File: src/design/mlae_pkg.sv
// mlae_pkg: shared types for the mips-like alu execute unit
// opcodes, operation kinds, beat payload structs, the decoded stage-one record and the stage-two record
// no dependencies
package mlae_pkg;

  typedef enum logic [4:0] {
    OP_ADD   = 5'd0,
    OP_ADDU  = 5'd1,
    OP_SUB   = 5'd2,
    OP_AND   = 5'd3,
    OP_OR    = 5'd4,
    OP_XOR   = 5'd5,
    OP_NOR   = 5'd6,
    OP_NAND  = 5'd7,
    OP_SLT   = 5'd8,
    OP_SLL   = 5'd9,
    OP_SRL   = 5'd10,
    OP_SRA   = 5'd11,
    OP_ADDI  = 5'd12,
    OP_ADDIU = 5'd13,
    OP_MEMA  = 5'd14,
    OP_LUI   = 5'd15,
    OP_ANDI  = 5'd16,
    OP_ORI   = 5'd17,
    OP_NORI  = 5'd18,
    OP_SLTI  = 5'd19
  } op_e;

  typedef enum logic [3:0] {
    K_ZERO    = 4'd0,
    K_ADD     = 4'd1,
    K_ADD_OVF = 4'd2,
    K_AND     = 4'd3,
    K_OR      = 4'd4,
    K_XOR     = 4'd5,
    K_NOR     = 4'd6,
    K_NAND    = 4'd7,
    K_SLT     = 4'd8,
    K_SLL     = 4'd9,
    K_SRL     = 4'd10,
    K_SRA     = 4'd11
  } kind_e;

  localparam int unsigned DataW = 32;
  localparam int unsigned ImmW  = 16;
  localparam int unsigned ShW   = 5;

  typedef struct packed {
    logic [4:0]       op;
    logic [DataW-1:0] rs_value;
    logic [DataW-1:0] rt_value;
    logic [ImmW-1:0]  immediate;
  } in_t;

  typedef struct packed {
    logic [DataW-1:0] result;
    logic             overflow;
  } out_t;

  typedef struct packed {
    kind_e            kind;
    logic [DataW-1:0] a;
    logic [DataW-1:0] b;
    logic [ShW-1:0]   sh;
  } dec_t;

  typedef struct packed {
    kind_e            kind;
    logic [DataW-1:0] sum;
    logic [DataW-1:0] logic_res;
    logic [DataW-1:0] shift_res;
    logic             lt;
    logic             sign_a;
    logic             sign_b;
  } exe_t;

endpackage

File: src/design/mips_like_alu_execute_unit.sv
// mips_like_alu_execute_unit: three-stage execute alu, decode / compute / select
// depends on mlae_pkg and mlae_decode
//
// usage:
//   input channel in_valid_i / in_data_i / in_stall_o carries one instruction
//   per beat (opcode, rs, rt, raw immediate); output channel out_valid_o /
//   out_data_o / out_stall_i carries one result beat (value, overflow flag)
//   per input beat, in order
//   an accepted input beat moves through s1_q, s2_q and s3_q to its output beat
//   throughput is one beat per cycle while out_stall_i is low; each stage
//   has its own valid bit and takes a new beat whenever it is empty or its
//   contents move on, so empty stages fill while the output beat waits
//   when out_stall_i holds, the output register keeps its beat and the
//   stages behind it fill; in_stall_o rises only when all three stages hold
//   beats and the output is stalled
//   reset clears the three valid bits; no output beat appears until an
//   input beat has gone through
//   the adder, logic unit and barrel shifter sit in the middle stage and set
//   the cycle time; the overflow check and final select have a stage of their own
module mips_like_alu_execute_unit (
  input  logic           clk_i,
  input  logic           rst_ni,
  input  logic           in_valid_i,
  input  mlae_pkg::in_t  in_data_i,
  output logic           in_stall_o,
  output logic           out_valid_o,
  output mlae_pkg::out_t out_data_o,
  input  logic           out_stall_i
);

  mlae_pkg::dec_t dec;
  mlae_pkg::dec_t s1_q;
  mlae_pkg::exe_t s2_d, s2_q;
  mlae_pkg::out_t s3_d, s3_q;
  logic           v1_q, v2_q, v3_q;
  logic           en1, en2, en3;

  mlae_decode u_decode (
    .in_i  (in_data_i),
    .dec_o (dec)
  );

  // stage advance, back to front
  assign en3 = !v3_q || !out_stall_i;
  assign en2 = !v2_q || en3;
  assign en1 = !v1_q || en2;

  assign in_stall_o  = !en1;
  assign out_valid_o = v3_q;
  assign out_data_o  = s3_q;

  always_ff @(posedge clk_i or negedge rst_ni) begin
    if (!rst_ni) begin
      v1_q <= 1'b0;
      v2_q <= 1'b0;
      v3_q <= 1'b0;
    end else begin
      if (en1) v1_q <= in_valid_i;
      if (en2) v2_q <= v1_q;
      if (en3) v3_q <= v2_q;
    end
  end

  always_ff @(posedge clk_i) begin
    if (en1 && in_valid_i) s1_q <= dec;
    if (en2 && v1_q)       s2_q <= s2_d;
    if (en3 && v2_q)       s3_q <= s3_d;
  end

  // compute stage
  always_comb begin
    s2_d.kind      = s1_q.kind;
    s2_d.sum       = s1_q.a + s1_q.b;
    s2_d.lt        = $signed(s1_q.a) < $signed(s1_q.b);
    s2_d.sign_a    = s1_q.a[mlae_pkg::DataW-1];
    s2_d.sign_b    = s1_q.b[mlae_pkg::DataW-1];
    s2_d.logic_res = '0;
    s2_d.shift_res = '0;
    unique case (s1_q.kind)
      mlae_pkg::K_AND:  s2_d.logic_res = s1_q.a & s1_q.b;
      mlae_pkg::K_OR:   s2_d.logic_res = s1_q.a | s1_q.b;
      mlae_pkg::K_XOR:  s2_d.logic_res = s1_q.a ^ s1_q.b;
      mlae_pkg::K_NOR:  s2_d.logic_res = ~(s1_q.a | s1_q.b);
      mlae_pkg::K_NAND: s2_d.logic_res = ~(s1_q.a & s1_q.b);
      mlae_pkg::K_SLL:  s2_d.shift_res = s1_q.a << s1_q.sh;
      mlae_pkg::K_SRL:  s2_d.shift_res = s1_q.a >> s1_q.sh;
      mlae_pkg::K_SRA:  s2_d.shift_res = $unsigned($signed(s1_q.a) >>> s1_q.sh);
      default:          s2_d.logic_res = '0;
    endcase
  end

  // select stage
  always_comb begin
    s3_d.overflow = 1'b0;
    unique case (s2_q.kind)
      mlae_pkg::K_ADD:     s3_d.result = s2_q.sum;
      mlae_pkg::K_ADD_OVF: begin
        s3_d.result   = s2_q.sum;
        s3_d.overflow = (s2_q.sign_a == s2_q.sign_b) &&
                        (s2_q.sum[mlae_pkg::DataW-1] != s2_q.sign_a);
      end
      mlae_pkg::K_AND, mlae_pkg::K_OR, mlae_pkg::K_XOR,
      mlae_pkg::K_NOR, mlae_pkg::K_NAND: s3_d.result = s2_q.logic_res;
      mlae_pkg::K_SLL, mlae_pkg::K_SRL,
      mlae_pkg::K_SRA:     s3_d.result = s2_q.shift_res;
      mlae_pkg::K_SLT:     s3_d.result = {{(mlae_pkg::DataW-1){1'b0}}, s2_q.lt};
      default:             s3_d.result = '0;
    endcase
  end

  // input stalls only with every stage full and the output blocked
  a_stall_full : assert property (@(posedge clk_i) disable iff (!rst_ni)
    in_stall_o |-> (v1_q && v2_q && v3_q && out_stall_i))
    else $error("input stalled with room in the pipe");

  // an accepted beat always lands in stage one
  a_accept_lands : assert property (@(posedge clk_i) disable iff (!rst_ni)
    (in_valid_i && !in_stall_o) |=> v1_q)
    else $error("accepted beat lost at stage one");

  // overflow only from the checked add kind
  a_ovf_kind : assert property (@(posedge clk_i) disable iff (!rst_ni)
    (v2_q && en3 && (s2_q.kind != mlae_pkg::K_ADD_OVF)) |=> !s3_q.overflow)
    else $error("overflow flagged for an unchecked operation");

  // a held middle stage keeps its beat while the output is blocked
  a_mid_hold : assert property (@(posedge clk_i) disable iff (!rst_ni)
    (v2_q && !en3) |=> (v2_q && $stable(s2_q)))
    else $error("middle stage changed while blocked");

endmodule

File: src/design/mlae_decode.sv
// mlae_decode: maps an opcode beat onto an operation kind and two operands
// immediate extension, subtract negation and lui placement happen here
// depends on mlae_pkg
module mlae_decode (
  input  mlae_pkg::in_t  in_i,
  output mlae_pkg::dec_t dec_o
);

  logic [mlae_pkg::DataW-1:0] imm_sext;
  logic [mlae_pkg::DataW-1:0] imm_zext;

  assign imm_sext = {{(mlae_pkg::DataW - mlae_pkg::ImmW){in_i.immediate[mlae_pkg::ImmW-1]}},
                     in_i.immediate};
  assign imm_zext = {{(mlae_pkg::DataW - mlae_pkg::ImmW){1'b0}}, in_i.immediate};

  always_comb begin
    dec_o.kind = mlae_pkg::K_ZERO;
    dec_o.a    = in_i.rs_value;
    dec_o.b    = in_i.rt_value;
    dec_o.sh   = in_i.immediate[mlae_pkg::ShW-1:0];
    unique case (in_i.op)
      mlae_pkg::OP_ADD:   dec_o.kind = mlae_pkg::K_ADD_OVF;
      mlae_pkg::OP_ADDU:  dec_o.kind = mlae_pkg::K_ADD;
      mlae_pkg::OP_SUB: begin
        dec_o.kind = mlae_pkg::K_ADD_OVF;
        dec_o.b    = ~in_i.rt_value + 32'd1;
      end
      mlae_pkg::OP_AND:   dec_o.kind = mlae_pkg::K_AND;
      mlae_pkg::OP_OR:    dec_o.kind = mlae_pkg::K_OR;
      mlae_pkg::OP_XOR:   dec_o.kind = mlae_pkg::K_XOR;
      mlae_pkg::OP_NOR:   dec_o.kind = mlae_pkg::K_NOR;
      mlae_pkg::OP_NAND:  dec_o.kind = mlae_pkg::K_NAND;
      mlae_pkg::OP_SLT:   dec_o.kind = mlae_pkg::K_SLT;
      mlae_pkg::OP_SLL: begin
        dec_o.kind = mlae_pkg::K_SLL;
        dec_o.a    = in_i.rt_value;
      end
      mlae_pkg::OP_SRL: begin
        dec_o.kind = mlae_pkg::K_SRL;
        dec_o.a    = in_i.rt_value;
      end
      mlae_pkg::OP_SRA: begin
        dec_o.kind = mlae_pkg::K_SRA;
        dec_o.a    = in_i.rt_value;
      end
      mlae_pkg::OP_ADDI, mlae_pkg::OP_MEMA: begin
        dec_o.kind = mlae_pkg::K_ADD_OVF;
        dec_o.b    = imm_sext;
      end
      mlae_pkg::OP_ADDIU: begin
        dec_o.kind = mlae_pkg::K_ADD;
        dec_o.b    = imm_sext;
      end
      mlae_pkg::OP_LUI: begin
        dec_o.kind = mlae_pkg::K_ADD;
        dec_o.a    = '0;
        dec_o.b    = {in_i.immediate, {(mlae_pkg::DataW - mlae_pkg::ImmW){1'b0}}};
      end
      mlae_pkg::OP_ANDI: begin
        dec_o.kind = mlae_pkg::K_AND;
        dec_o.b    = imm_zext;
      end
      mlae_pkg::OP_ORI: begin
        dec_o.kind = mlae_pkg::K_OR;
        dec_o.b    = imm_zext;
      end
      mlae_pkg::OP_NORI: begin
        dec_o.kind = mlae_pkg::K_NOR;
        dec_o.b    = imm_zext;
      end
      mlae_pkg::OP_SLTI: begin
        dec_o.kind = mlae_pkg::K_SLT;
        dec_o.b    = imm_sext;
      end
      default:            dec_o.kind = mlae_pkg::K_ZERO;
    endcase
  end

endmodule

File: config.mk
export PLATFORM = sky130hd
export DESIGN_NAME = mips_like_alu_execute_unit
export DESIGN_NICKNAME = d
export VERILOG_FILES = /design/src/design/mlae_pkg.sv /design/src/design/mips_like_alu_execute_unit.sv /design/src/design/mlae_decode.sv
export SDC_FILE = /design/constraint.sdc
export NUM_CORES = 1
export LEC_CHECK = 0
export ABC_CLOCK_PERIOD_IN_PS = 3900
export CORE_ASPECT_RATIO = 0.5
export CORE_MARGIN = 2
export CORE_UTILIZATION = 50
export CTS_CLUSTER_SIZE = 16
export DETAILED_ROUTE_END_ITERATION = 16
export DONT_BUFFER_PORTS = 1
export PLACE_DENSITY = 0.65
export RECOVER_POWER = 50
export SYNTH_ARGS = -nofsm -noshare
export SYNTH_HDL_FRONTEND = slang
export SYNTH_SLANG_ARGS = --single-unit
export TNS_END_PERCENT = 30
File: constraint.sdc
create_clock -name clk_i -period 3.9 [get_ports clk_i]
set_input_delay 0.195 -clock clk_i [delete_from_list [all_inputs] [get_ports clk_i]]
set_output_delay 0.195 -clock clk_i [all_outputs]
set_load 0.02 [all_outputs]
### Word-level counts from Yosys, hierarchy flattened

Index checks and enable logic that the tools add are counted.

| storage, ports and cells | value |
|---|---|
| bits in registers | 212 |
| input bits | 89 |
| output and inout port bits | 35 |
| word-level logic and storage cells | 99 |

| operators by class | value |
|---|---|
| add/subtract/negate cells | 2 |
| $lt $le $gt $ge | 1 |
| equality and inequality tests | 40 |
| shift-type cells | 3 |
| mux-type cells | 6 |
| bitwise operators | 6 |
| reductions and logical operators | 25 |

Operator list:

| cell | count |
|---|---|
| $pmux 32 s4 | 2 |
| $pmux 32 s5 | 1 |
| $not 32->32 | 3 |
| $pmux 32 s3 | 1 |
| $pmux 32 s2 | 1 |
| $pmux 4 s11 | 1 |
| $eq 5x4->1 const B | 8 |
| $add 32x1->32 const B | 1 |
| $add 32x32->32 | 1 |
| $and 32x32->32 | 1 |
| $eq 4x3->1 const B | 8 |
| $lt 32x32->1 | 1 |
| $or 32x32->32 | 1 |
| $shl 32x5->32 | 1 |
| $shr 32x5->32 | 1 |
| $sshr 32x5->32 | 1 |
| $xor 32x32->32 | 1 |
| $eq 4x4->1 const B | 7 |
| $eq 5x3->1 const B | 4 |
| $eq 5x5->1 const B | 4 |
| $eq 4x2->1 const B | 3 |
| $reduce_or 3->1 | 4 |
| $eq 5x2->1 const B | 2 |
| $reduce_or 2->1 | 5 |
| 10 further kinds | 20 |

### Depth between registers and ports, before layout

Gate-level depths: netlist of the first run.

| logic depth | value |
|---|---|
| depth after elaboration | 5 |
| depth in mapped cells | 11 |
| mapped depth without buffers | 9 |

### Cells and area by module

Synthesis of the first run repeated with hierarchy kept, for this count alone.

| unflattened totals | value |
|---|---|
| cells, all modules | 1716 |
| area, all modules | 16615.9 sq um |

By module, submodules not included:

| module | instances | cells each | area each (sq um) | seq. area each (sq um) |
|---|---|---|---|---|
| mips_like_alu_execute_unit | 1 | 1435 | 14840.5 | 6351.1 |
| mlae_decode | 1 | 281 | 1775.5 | 0.0 |

### Worst setup path before layout of the first run

OpenSTA, ideal clock, no wires.

| timing path | value |
|---|---|
| path kind | register to register |
| start point | reg v3_q, in the netlist out_valid_o |
| end point | reg s2_q[0] in the netlist's numbering (enable) |
| setup time | 0.473 ns |
| arrival | 2.992 ns |
| required time | 3.427 ns |
| path slack | 0.435 ns |
| cell stages (with the launch flop) | 3 |
| path buffers | 0 |
| period minus slack after synthesis | 3.465 ns |
| cell sequence | dfrtp_1 > nand3_1 > and2_1 |

| on the way | value |
|---|---|
| cells in the longest elaborated chain, start to end | 4 |

Ends and longest elaborated chain:

| item | RTL line | source |
|---|---|---|
| from (decl) | mips_like_alu_execute_unit.sv:35 | `logic v1_q, v2_q, v3_q;` |
| from (signal assigned) | mips_like_alu_execute_unit.sv:60 | `if (en3) v3_q <= v2_q;` |
| $logic_not 1->1 | mips_like_alu_execute_unit.sv:44 | `assign en3 = !v3_q \|\| !out_stall_i;` |
| $logic_or 1x1->1 | mips_like_alu_execute_unit.sv:44 |  |
| $logic_or 1x1->1 | mips_like_alu_execute_unit.sv:45 | `assign en2 = !v2_q \|\| en3;` |
| $logic_and 1x1->1 | mips_like_alu_execute_unit.sv:66 | `if (en2 && v1_q) s2_q <= s2_d;` |
| to (signal assigned) | mips_like_alu_execute_unit.sv:66 |  |
| to (decl) | mips_like_alu_execute_unit.sv:33 | `mlae_pkg::exe_t s2_d, s2_q;` |

No other way between the ends.
A chain may end at the register's enable or synchronous reset.

==> key figures, run 1 <==
Logic synthesis
  • Synth Area in Simple Gates: 11.6%
  • EDFF count, synth: 209
  • Main combinational cell family by area after synthesis: compound AO/OA/AOI/OAI gates
  • Async S/R FF share, synth: 1.42%
  • Synthesized Nets: 1859
  • Top cell type's share of synthesized area: 38.0%
  • Xor/xnor share of the synthesized area: 3.50%
  • Synthesized area: 16500 sq um
  • Post-synthesis mux area share: 12.4%
  • Compound-Gate Fraction of Synth Area: 20.2%
  • Sequential-to-total area share from yosys stat: 38.4%
  • Cell taking the most area after synthesis: edfxtp_1
  • Distinct cell type count after synthesis: 83
  • Adder and majority cell fraction of the synthesized area: 7.77%
  • Ys flop type: edfxtp_1
  • Synth top area cells: edfxtp_1 38%, ha_1 7.6%, mux4_2 7.1%, mux2i_1 4.7%, a21oi_1 3.9%
  • Avg Inst Size Synth: 9.91 sq um
  • Syn Inst Count: 1668
  • Flops & latches, synth: 212
  • Synth warn: 0

Pwr
  • Clock power frac: 26.5%
  • Sw frac: 34.1%
  • Psw: 2490 uW
  • Total Power: 7310 uW
  • Reg power frac: 44.1%
  • Logic pwr share: 29.4%
  • Int Power: 4820 uW
  • VDD IR-drop max: 0.251 mV
  • Pleak: 0.00752 uW
  • PwrDens: 387 nW/um^2

Timing
  • Worst slew margin: -75.9%
  • Tcrit/Tclk final: 88.3%
  • Slew Viols, Final: 191
  • Worst Max-Slew Pin Slew: 2.64 ns
  • TNS Setup: 0 ns
  • F_max: 290 MHz
  • Worst-case hold slack: 0.0108 ns
  • RSZ-0062 raised after global routing: false
  • Final Hold Viols: 0
  • Final min period: 3.44 ns
  • Skew final: 0.0211 ns
  • Setup violators final: 0

Critical path
  • Slowest stage delay, CP: 0.55 ns
  • Critical path cell sequence: ha_1 > fa_1 > a211oi_1 > o21ai_0 > a32oi_1 > o21ai_1 > a31o_2 > a221oi_1 > xnor2_1
  • Setup CP Type: flip-flop to flip-flop
  • Required time worst endpoint: 4.18 ns
  • Critical path capture point type: flip-flop
  • CP max stage cell: edfxtp_1
  • Startpoint Class: flip-flop
  • Buf/Inv on CP: 0
  • CP delay by family, top: compound AO/OA/AOI/OAI gates
  • Data arrival at the endpoint of the critical path: 3.73 ns
  • Crit-path max FO: 9

Placed design
  • DP Wirelength: 46.1 mm
  • Placer Congestion: 0.998
  • Port buffer count: 0
  • Placed inst area: 17200 sq um

Floorplan
  • Top-level I/O count: 124
  • Core ar.: 32800 sq um
  • Initial Utilization: 50.4%
  • Die ar.: 34600 sq um
  • Die H: 133 um
  • Num rows: 47
  • Die width: 261 um

Drt
  • Routed length on met1: 26.9 mm
  • DRC: 0
  • Final ANT Viol Nets: 0
  • Met2 Wirelength: 24.0 mm
  • Pre-antenna DRT Iters: 8
  • Metal3 WL: 9.64 mm
  • DRT iter0 DRCs: 2635
  • Max Used Layer: met4
  • WL per Instance: 28.1 um
  • Final WL: 61.9 mm
  • DR vias/cell: 6.69
  • Via count: 14700

GRT
  • First-pass GRT wire length: 90.3 mm
  • Largest net degree at the start of global routing: 104
  • Vias in the first global route: 13700
  • Initial antenna violation count: 2
  • GRT overflow: 0
  • GR Util All Layers: 35.2%

CTS
  • Sink Count: 212
  • Post-CTS sizing: 0
  • CTS tree: yes
  • Num CTS Buffers: 21
  • Clock root buffer: clkbuf_16
  • Worst-path clk slew: 0.07 ns
  • H-Tree Depth: 1
  • Worst-Skew Late Latency: 0.54 ns
  • Worst-case clock buffer depth: 3

Layout
  • Final Instance Area: 18900 sq um
  • Fin util: 57.6%
  • Area Growth Syn to Fin: 14.4%
  • Ratio of cells with drive above 1 in the final layout: 10.2%
  • # nets final: 1944

Flow run
  • Max Cap Violations: 4

Outcome
  • Outcome: finished, violations left
  • Failing checks: capacitance limit, slew limit

Min path
  • Hold crit path type: input pin to flip-flop
## registers in the layout, indices dropped and copies added, names as in the netlist
signal       cells
out_data_o      33
out_valid_o      1
s1_q            73
s2_q           103
v1_q             1
v2_q             1
## power groups by stage
stage                     Combinational (uW)  Clock, uW  Sequential (uW)
after detailed placement                1970          0             3250
after floorplan                         1380          0             3130
final                                   2150       1930             3220
after global routing                    2290       2050             3250
after CTS                               2100       1950             3200
after global placement                  1940          0             3230
## synthesized netlist by cell type, types with 6 or more instances
cell type  instances
edfxtp_1         209
a21oi_1          130
nor2_1           129
inv_1            128
nand2_1          128
o21ai_0          105
ha_1             101
clkbuf_1          92
mux2i_1           77
xnor2_1           53
mux4_2            52
nor3_1            42
a221o_1           40
a222oi_1          32
a22o_1            32
buf_2             22
a21o_1            21
a31oi_1           18
a211oi_1          16
nand3_1           16
o21bai_1          16
o211ai_1          14
nand2b_1          13
xor2_1            13
nor2b_1           10
buf_1              9
mux2_2             9
nand4_1            9
nor4_1             8
o22ai_1            8
a22oi_1            7
or3_1              7
a221oi_1           6
o21a_1             6
## worst paths after layout
kind	slack, ns	startpoint	end	cells after the start
setup / recovery	0.46	s1_q[37]	s2_q[97]	9
hold / removal	0.01	in_data_i[38]	s1_q[31]	2
setup reg to reg	0.46	s1_q[37]	s2_q[97]	9
hold reg to reg	0.49	v1_q	v2_q	1
max in group asynchronous	3.30	rst_ni	v2_q	2
min in group asynchronous	0.45	rst_ni	v1_q	2
## layout by cell type (no fill, tap or decap), types with 5 or more instances in the layout
master / instances
a211o_1: 5
a211oi_1: 16
a21o_1: 21
a21oi_1: 130
a221o_1: 40
a221oi_1: 7
a222oi_1: 32
a22o_1: 32
a22oi_1: 7
a31oi_1: 18
buf_4: 64
clkbuf_1: 9
clkbuf_16: 21
dlygate4sd3_1: 117
edfxtp_1: 209
ha_1: 101
inv_1: 128
mux2_2: 9
mux2i_1: 77
mux4_2: 52
nand2_1: 128
nand2b_1: 13
nand3_1: 16
nand4_1: 9
nor2_1: 127
nor2b_1: 10
nor3_1: 40
nor4_1: 9
o211ai_1: 14
o21a_1: 6
o21ai_0: 105
o21bai_1: 16
o22ai_1: 8
or3_1: 7
xnor2_1: 53
xor2_1: 13
## through the flow
step / setup slack [ns] / instances
2_1_floorplan: 0.435 / 1668
3_3_place_gp: 0.636 / 2054
3_5_place_dp: 0.590 / 2054
4_1_cts: 0.602 / 2203
5_1_grt: 0.298 / 2203
6_report: 0.456 / 2205
## area by class of cell
| cell class | instances | area, sq um |
|---|---|---|
| flip-flops and latches | 212 | 6350 |
| diodes | 2 | 5.00 |
| inverters | 130 | 488 |
| clock inverters | 8 | 77.6 |
| clock buffers | 24 | 537 |
| multi-input cells | 1198 | 9180 |
| fillers | 2747 | 13900 |
| well taps | 441 | 552 |
| repair buffers | 190 | 1720 |
## layer usage
layer | vias up | track usage, %
met3 | 84 | 13.6
met5 | - | 0
met2 | 998 | 46.2
li1 | 6450 | -
met4 | 0 | 7.80
met1 | 7214 | 53.7
## timing repair
action                                 in CTS  in global routing
setup buffers                               0                  0
hold buffers                              117                  0
endpoints found under the hold margin      78                  0
## kinds of logic (layout without fill, tap and decap cells)
family | Yosys count | count (layout)
compound gates | 490 | 490
mux | 138 | 138
flops | 212 | 212
fa+ha+maj | 102 | 102
buf+inv | 258 | 352
simple gates | 402 | 402
xor+xnor | 66 | 66
other cells | 0 | 2
Note: power is estimated with default switching activity, not from simulation.
==> run 2, diff against run 1 <==
- RECOVER_POWER: 50 -> 100
==> key figures, run 2 (synthesis results as in run 1) <==
Floorplan
  • Core ar.: 32800 sq um (unchanged)
  • Die width: 261 um (unchanged)
  • Die H: 133 um (unchanged)
  • Initial Utilization: 50.4% (unchanged)
  • Num rows: 47 (unchanged)
  • Top-level I/O count: 124 (unchanged)
  • Die ar.: 34600 sq um (unchanged)

Min path
  • Hold crit path type: input pin to flip-flop (unchanged)
  • Hold depth: 2 (unchanged)
  • Worst Hold End: s1_q[31] (unchanged)
  • Hold Crit Start: in_data_i[38] (unchanged)

CTS
  • Num CTS Buffers: 21 (unchanged)
  • Worst-case clock buffer depth: 3 (unchanged)
  • Worst-Skew Late Latency: 0.54 ns (about the same)
  • Worst-path clk slew: 0.07 ns (about the same)
  • Clock root buffer: clkbuf_16 (unchanged)
  • Sink Count: 212 (unchanged)
  • H-Tree Depth: 1 (unchanged)
  • CTS tree: yes (unchanged)
  • Setup Buffers After CTS: 0 (unchanged)

Drt
  • Final ANT Viol Nets: 0 (unchanged)
  • Pre-antenna DRT Iters: 9 (was 8)
  • Via count: 14700 (about the same)
  • DRC: 0 (unchanged)
  • WL per Instance: 28.1 um (about the same)
  • DR vias/cell: 6.68 (was 6.69)
  • DRT iter0 DRCs: 2391 (was 2635)
  • Final WL: 61.9 mm (about the same)

Layout
  • Layout filler cell count: 2756 (was 2747)
  • # nets final: 1944 (unchanged)
  • Max reg flops: 103 (unchanged)
  • Ratio of cells with drive above 1 in the final layout: 9.59% (was 10.2%)
  • Commonest non-fill, non-tap cells in the layout: 209 x edfxtp_1, 130 x a21oi_1, 128 x inv_1, 128 x nand2_1, 128 x nor2_1 (was 209 x edfxtp_1, 130 x a21oi_1, 128 x inv_1, 128 x nand2_1, 127 x nor2_1)
  • Commonest non-fill, non-tap cell in the layout: edfxtp_1 (unchanged)
  • Final Instance Area: 18900 sq um (about the same)
  • Most flops, register: s2_q (unchanged)
  • Area Growth Syn to Fin: 14.1% (was 14.4%)
  • Fin util: 57.5% (was 57.6%)

Timing
  • Setup violators final: 0 (unchanged)
  • TNS Setup: 0 ns (unchanged)
  • Worst slew margin: -76.4% (was -75.9%)
  • F_max: 287 MHz (was 290 MHz)
  • Final min period: 3.48 ns (was 3.44 ns)
  • Worst Max-Slew Pin Slew: 2.65 ns (was 2.64 ns)
  • Skew final: 0.0179 ns (was 0.0211 ns)
  • Final Hold Viols: 0 (unchanged)
  • RSZ-0062 raised after global routing: false (unchanged)
  • Slew Viols, Final: 318 (was 191)
  • Tcrit/Tclk final: 89.3% (was 88.3%)

Placed design
  • Port buffer count: 0 (unchanged)
  • Placed inst area: 17200 sq um (unchanged)
  • DP Wirelength: 46.1 mm (unchanged)
  • Placer Congestion: 0.998 (unchanged)

GRT
  • Vias in the first global route: 13700 (unchanged)
  • GRT overflow: 0 (unchanged)
  • First-pass GRT wire length: 90.3 mm (unchanged)
  • GR Util All Layers: 35.2% (unchanged)
  • Largest net degree at the start of global routing: 104 (unchanged)
  • Initial antenna violation count: 2 (unchanged)

Critical path
  • Setup slack, reg-to-reg: 0.42 ns (was 0.46 ns)
  • Data arrival at the endpoint of the critical path: 3.76 ns (was 3.73 ns)
  • Worst reg2reg path depth: 9 (unchanged)
  • Critical path capture point type: flip-flop (unchanged)
  • Startpoint Class: flip-flop (unchanged)
  • R2R Path End: s2_q[97] (unchanged)
  • Crit-path max FO: 9 (unchanged)
  • Setup CP Type: flip-flop to flip-flop (unchanged)
  • Worst reg2reg path startpoint: s1_q[37] (unchanged)
  • Required time worst endpoint: 4.18 ns (about the same)

Pwr
  • Total Power: 7310 uW (about the same)
  • Pleak: 0.00749 uW (was 0.00752 uW)
  • VDD IR-drop max: 0.252 mV (was 0.251 mV)
  • PwrDens: 387 nW/um^2 (about the same)

Outcome
  • Outcome: finished, violations left (unchanged)
  • Failing checks: capacitance limit, slew limit (unchanged)

Flow run
  • Max Cap Violations: 7 (was 4)
-- run 2: critical path, cell delays in order (launching register included) --
cell and delay [ns]:
edfxtp_1 0.54, ha_1 0.30, fa_1 0.44, a211oi_1 0.27, o21ai_0 0.26, a32oi_1 0.43
o21ai_0 0.25, a31o_2 0.32, a221oi_1 0.29, xnor2_1 0.11
-- run 2: cell type report --
type                    count  area [sq um]  area share (%)
clock buffers              24           537            2.84
diodes                      2          5.00          0.0265
well taps                 441           552            2.92
repair buffers            190          1690            8.97
clock inverters             8          77.6           0.411
multi-input cells        1198          9170            48.6
inverters                 130           488            2.59
flip-flops and latches    212          6350            33.7
-- run 2: repair_timing --
item                                   CTS  global route
endpoints found under the hold margin   78             0
gates resized for setup                  0             0
hold buffers                           117             0
-- run 2: metrics by stage --
step                hold WS (ns)  instances  setup slack (ns)
global route             0.00798       2203             0.188
global placement          -0.101       2054             0.636
detailed placement        -0.101       2054             0.590
CTS                      0.00569       2203             0.602
finish                   0.00970       2205             0.419
floorplan                 -0.101       1668             0.435
-- run 2: routing by layer --
layer	global-route usage, %	vias up	part of all wire, %
met2	46.2	983	39
met5	0	-	0
met3	13.6	96	16
met4	7.80	0	2.4
li1	-	6455	-
met1	53.7	7187	43
-- run 2: worst max path at each step --
stage	start	end	slack [ns]
final	s1_q[37]	s2_q[97]	0.42
after global routing	s1_q[1]	s2_q[30]	0.19
after CTS	s1_q[37]	s2_q[97]	0.60
after detailed placement	s1_q[37]	s2_q[97]	0.59
after global placement	s1_q[1]	s2_q[23]	0.64
after floorplan	out_valid_o	s2_q[0]	0.43
-- run 2: power breakdown --
part           internal (uW)  leakage, uW  switching (uW)
clock network           1050     0.000299             889
logic                    850      0.00510            1290
registers               2910      0.00209             313
total                   4810      0.00749            2500
